[config.mk]
export PLATFORM = sky130hd
export DESIGN_NAME = lprt_ram
export DESIGN_NICKNAME = d
export VERILOG_FILES = /design/src/design/lprt_ram.sv
export SDC_FILE = /design/constraint.sdc
export NUM_CORES = 1
export LEC_CHECK = 0
export CAP_MARGIN = 30
export CORE_UTILIZATION = 55
export DETAILED_ROUTE_END_ITERATION = 10
export DONT_BUFFER_PORTS = 1
export PLACE_DENSITY = 0.8
export SYNTH_ARGS = -nofsm -noshare
export SYNTH_HDL_FRONTEND = slang
export SYNTH_SLANG_ARGS = --single-unit
[constraint.sdc]
create_clock -name i_clk -period 4.3 [get_ports i_clk]
set_input_delay 1.29 -clock i_clk [delete_from_list [all_inputs] [get_ports i_clk]]
set_output_delay 1.29 -clock i_clk [all_outputs]
set_load 0.01 [all_outputs]
[src/design/lprt_ram.sv]
// Generic simple dual-port RAM with one write port and one registered read port.
module lprt_ram #(
    parameter int WIDTH = 8,
    parameter int DEPTH = 64
) (
    input  logic                     i_clk,
    input  logic                     i_wr_en,
    input  logic [$clog2(DEPTH)-1:0] i_wr_addr,
    input  logic [WIDTH-1:0]         i_wr_data,
    input  logic                     i_rd_en,
    input  logic [$clog2(DEPTH)-1:0] i_rd_addr,
    output logic [WIDTH-1:0]         o_rd_data
);

    logic [WIDTH-1:0] r_mem [DEPTH];
    logic [WIDTH-1:0] r_rd_data;

    always_ff @(posedge i_clk) begin
        if (i_wr_en) begin
            r_mem[i_wr_addr] <= i_wr_data;
        end
        if (i_rd_en) begin
            r_rd_data <= r_mem[i_rd_addr];
        end
    end

    assign o_rd_data = r_rd_data;

endmodule

* Word level (Yosys, flattened, before mapping)
Memory sizes are Yosys's and may differ from the RTL's. A register that Yosys moved wholly into a read port is not among the register bits.
Cells that the tools add are included.
** Word-level totals
- Output and inout port bits :: 8
- Flip-flop bits (word level) :: 0
- Bits of input ports :: 23
- Memories kept :: 1
- Word-level logic and storage cells :: 3
- Memory bits (writable) :: 512
** Operators by class
- Muxes and demuxes :: 2
** Memory list
- r_mem :: depth 64, width 8, rd ports 1, clocked after memory_dff 1, write ports 1, RTL line 15 : logic [WIDTH-1:0] r_mem [DEPTH];
** Operators by type and width (count)
- 1-bit 2-to-1 mux :: 2

* Depth between registers and ports, before layout
- Depth after elaboration :: 2
- Depth in mapped cells :: 9
- Gate-level depth less buffers :: 5

* Least setup slack after synthesis
OpenSTA, ideal clock, no wires.
- Kind :: input to register
- Start point :: in i_rd_addr[1]
- End point :: reg r_rd_data[3], in the netlist o_rd_data[3], read port of r_mem (data pin)
- Slack :: 1.204 ns
- Buffers on the path :: 3
- Stages on the path :: 7
- Arrival time :: 2.830 ns
- Path through :: buf_4 -> buf_2 -> buf_2 -> mux4_2 -> mux4_2 -> o21ai_1 -> o41ai_1
** RTL lines
- from (decl) :: RTL line 11 : input logic [$clog2(DEPTH)-1:0] i_rd_addr,
- to (decl) :: RTL line 16 : logic [WIDTH-1:0] r_rd_data;

==> impl_metrics.csv <==
group,metric,value,unit
critical_path,cp.depth,5,
critical_path,crit_path_max_incr_delay,580,ps
detailed_routing,detailroute.via_count,9642,
timing,clock.fmax,351,MHz
synthesis,yosys.area_share.simple,3.37,%
detailed_routing,route.antenna.remaining_nets,0,
worst_hold_path,hold_depth,0,
timing,drv_slew,0,
clock_tree,post-cts-setup-buffer-count,0,
clock_tree,cts_buffer_count,49,
cells_and_area,n_fill_cell,2365,
cells_and_area,layout_commonest_cell,"edfxtp_1",
status,run_status,"finished, final reports clean",
placed_design,count_of_buffers_inserted_at_the_top_level_ports,0,
global_route,all_layer_global_routing_usage,23.1,%
cells_and_area,n_antenna_cell,0,
detailed_routing,dr.first_iter.drc_count,1230,
floorplan,io_pins,31,
synthesis,synth.lib_cells_used.distinct,39,
critical_path,critical_path.slowest_cell,"mux4_2",
clock_tree,insertion_delay_of_the_later_clocked_pin_in_the_worst_skew_pair,560,ps
critical_path,start_kind,"input pin",
critical_path,crit_path_frequent_cell,"mux4_2",
synthesis,synth_fa_ha_area_share,0,%
power_and_ir_drop,ir_worst_vdd,0.320,mV
clock_tree,cts_tree,"yes",
clock_tree,clk_pin_slew,60,ps
timing,setup-tns-final,0,ps
detailed_routing,remaining_drc_errors,0,
critical_path,path_delay_family,"multiplexers",
worst_hold_path,worst_hold_path.endpoint,"r_mem[8][4]$_DFFE_PP_",
detailed_routing,avgViaCountPerCell,6.68,
timing,worst_slew_margin_relative_to_its_limit,36.8,%
clock_tree,cts_buffer_depth,3,
worst_hold_path,hold_path_startpoint,"i_wr_data[4]",
floorplan,chipWidth,194,microns
placed_design,placement.cell_area,20600,sq um
detailed_routing,drt-total-wl,42.3,mm
clock_tree,cts.repair.resized,0,
synthesis,synth_compound_gate_area_share,2.06,%
flow_run,max_cap_violations,0,
critical_path,crit_path_cell_trace,"mux4_2 -> mux4_2 -> nor2_1 -> nor3_1 -> o2bb2ai_1",
timing,worst_slew_pin_slew,945,ps
cells_and_area,drive_gt1_share,21.9,%
power_and_ir_drop,internal-power,7.93,mW
timing,finalCriticalPeriod,2850,ps
synthesis,largest_family_of_logic_cells_by_synthesized_area,"multiplexers",
clock_tree,numClockSinks,520,
synthesis,synthesis.instances,940,
critical_path,timing.rr.start,"r_mem[6][2]$_DFFE_PP_",
detailed_routing,drt_pre_antenna_iters,5,
clock_tree,cts_hold_buffers,0,
global_route,number_of_global_route_vias_before_repair,9739,
placed_design,gpl.final_weighted_congestion,0.779,
power_and_ir_drop,swShare,19.2,%
detailed_routing,drt-wirelength-per-cell,29.3,microns
floorplan,chipHeight,194,microns
floorplan,placeableCoreArea,35900,sq um
power_and_ir_drop,leakage,6.71,nW
critical_path,cp_max_fanout,137,
cells_and_area,utilization,61.3,%
critical_path,worstReg2RegEnd,"o_rd_data[2]$_DFFE_PP_",
synthesis,synth_fp_nets,963,
worst_hold_path,holdCritPathClass,"in -> reg",
clock_tree,cts.root.buffer_cell,"clkbuf_16",
synthesis,post_synth_xor_area_fraction,0,%
global_route,grt_start_max_net_pins,138,
cells_and_area,finalNetCount,974,
synthesis,yosysSeqAreaShare,77.1,%
critical_path,timing.critical_path.arrival,3140,ps
placed_design,dpl.hpwl,24.3,mm
power_and_ir_drop,power_per_cell_area,446,nW/um^2
clock_tree,clock_tree.htree_level_count,2,
critical_path,timing.setup.critical_path_class,"in -> reg",
synthesis,ys_seq_elements,520,
floorplan,row_cnt,69,
timing,final_min_period_over_clock_period,66.3,%
synthesis,syn_area_per_cell,21.5,sq um
power_and_ir_drop,clkPwrFrac,39.6,%
critical_path,r2r_cells,5,
synthesis,netlist_area_before_placement,20200,sq um
timing,clock-skew-final,18.4,ps
synthesis,post_synth_mux_area_share,15.9,%
timing,setup_viol_count_final,0,
power_and_ir_drop,power.combinational.fraction,2.9,%
floorplan,start_util,56.4,%
cells_and_area,final_cell_area,22000,sq um
critical_path,critical_path_required,4590,ps
critical_path,crit_buf_inv,0,
cells_and_area,most-common-layout-cells,"edfxtp_1 (520), mux4_2 (126), nor2_1 (83)",
global_route,grt_pass1_wl,63.3,mm
global_route,antenna_found_initial,1,
power_and_ir_drop,sequential_power_share,57.4,%
critical_path,timing.critical_path.to_type,"register",
power_and_ir_drop,switching_power,1.88,mW
synthesis,ys.warnings.count,0,
critical_path,r2r_setup_slack,2120,ps
timing,rsz0062_at_grt,"no",
global_route,global_route.overflow_total,0,
floorplan,die_area,37600,sq um
cells_and_area,syn2layout_area_growth,8.67,%
timing,hold_viol_final,0,
==> stage by stage <==
step / std cells / setup slack [ps] / hold slack [ps] / power [mW]
floorplan: 940 / 1200 / 797 / 6.04
global placement: 1361 / 1160 / 865 / 6.02
detailed placement: 1361 / 1120 / 878 / 6.03
CTS: 1444 / 1700 / 819 / 9.85
global route: 1444 / 1560 / 810 / 10.0
finish: 1444 / 1450 / 828 / 9.82
==> worst register-to-register path: cells and delay by family (launching register included) <==
kind	cells	cell delay [ps]
muxes	2	980
and+or+nand+nor	2	400
DFF	1	390
AOI/OAI and AO/OA	1	150
==> power groups by stage <==
| stage | sequential (mW) | clock, mW | combinational, mW |
|---|---|---|---|
| final | 5.64 | 3.89 | 0.287 |
| after global routing | 5.64 | 4.11 | 0.301 |
| after CTS | 5.64 | 3.92 | 0.286 |
| after detailed placement | 5.75 | 0 | 0.283 |
| after global placement | 5.75 | 0 | 0.278 |
| after floorplan | 5.74 | 0 | 0.299 |
==> cell families (layout without fill, tap and decap cells) <==
family	after synthesis	after routing
flops	520	520
mux	162	162
simple gates	153	153
compound gates	54	54
buf+inv	51	94
==> area by class of cell <==
class / count / area, sq um / area share [%]
Timing Repair Buffer: 11 / 82.6 / 0.375
Clock inverter: 22 / 141 / 0.643
Clock buffer: 61 / 1270 / 5.78
Tap cell: 461 / 577 / 2.62
Multi-Input combinational cell: 369 / 4320 / 19.6
Sequential cell: 520 / 15600 / 71.0
==> cells in the mapped netlist <==
master | count | area share [%]
a2111oi_0 | 2 | 0.087
a211oi_1 | 4 | 0.15
a21oi_1 | 3 | 0.074
a221oi_1 | 6 | 0.26
a22oi_1 | 3 | 0.11
a31oi_1 | 1 | 0.031
and2_1 | 1 | 0.031
buf_1 | 4 | 0.074
buf_12 | 2 | 0.20
buf_2 | 11 | 0.27
buf_4 | 13 | 0.48
buf_6 | 4 | 0.22
clkbuf_1 | 17 | 0.32
edfxtp_1 | 520 | 77
mux2_2 | 13 | 0.72
mux2i_1 | 23 | 1.1
mux4_2 | 126 | 14
nand2_1 | 19 | 0.35
nand2b_1 | 7 | 0.22
nand3_1 | 13 | 0.32
nand3b_1 | 3 | 0.11
nand4_1 | 2 | 0.062
nand4b_1 | 1 | 0.043
nor2_1 | 83 | 1.5
nor2b_1 | 14 | 0.43
nor3_1 | 7 | 0.17
nor4_1 | 2 | 0.062
o2111ai_1 | 3 | 0.13
o21a_1 | 2 | 0.074
o21ai_0 | 2 | 0.049
o21ai_1 | 2 | 0.049
o221a_2 | 2 | 0.11
o221ai_1 | 8 | 0.35
o22ai_1 | 8 | 0.25
o2bb2ai_1 | 3 | 0.13
o311ai_1 | 1 | 0.043
o32ai_1 | 2 | 0.087
o41ai_1 | 2 | 0.087
or3_1 | 1 | 0.031
==> how the worst max path moves through the flow <==
stage	endpoint	slack, ps	from
6_report	o_rd_data[2]$_DFFE_PP_	1450	i_rd_addr[0]
5_1_grt	r_mem[46][2]$_DFFE_PP_	1560	i_wr_en
4_1_cts	o_rd_data[6]$_DFFE_PP_	1700	i_rd_addr[0]
3_5_place_dp	o_rd_data[6]$_DFFE_PP_	1120	i_rd_addr[0]
3_3_place_gp	o_rd_data[2]$_DFFE_PP_	1160	i_rd_addr[0]
2_1_floorplan	o_rd_data[3]$_DFFE_PP_	1200	i_rd_addr[1]
==> metal layers <==
layer	vias to the layer above	wire length [microns]	track usage [%]
met5	-	13	0
met4	2	1120	7.05
met3	86	4200	4.42
met2	583	20600	36.8
met1	5021	16400	32.8
li1	3950	-	-
==> state kept, by name, summed over array words and instances, names as in the netlist <==
register,cells
o_rd_data,8
r_mem,512
No activity file was read; power rests on OpenSTA's default activity.
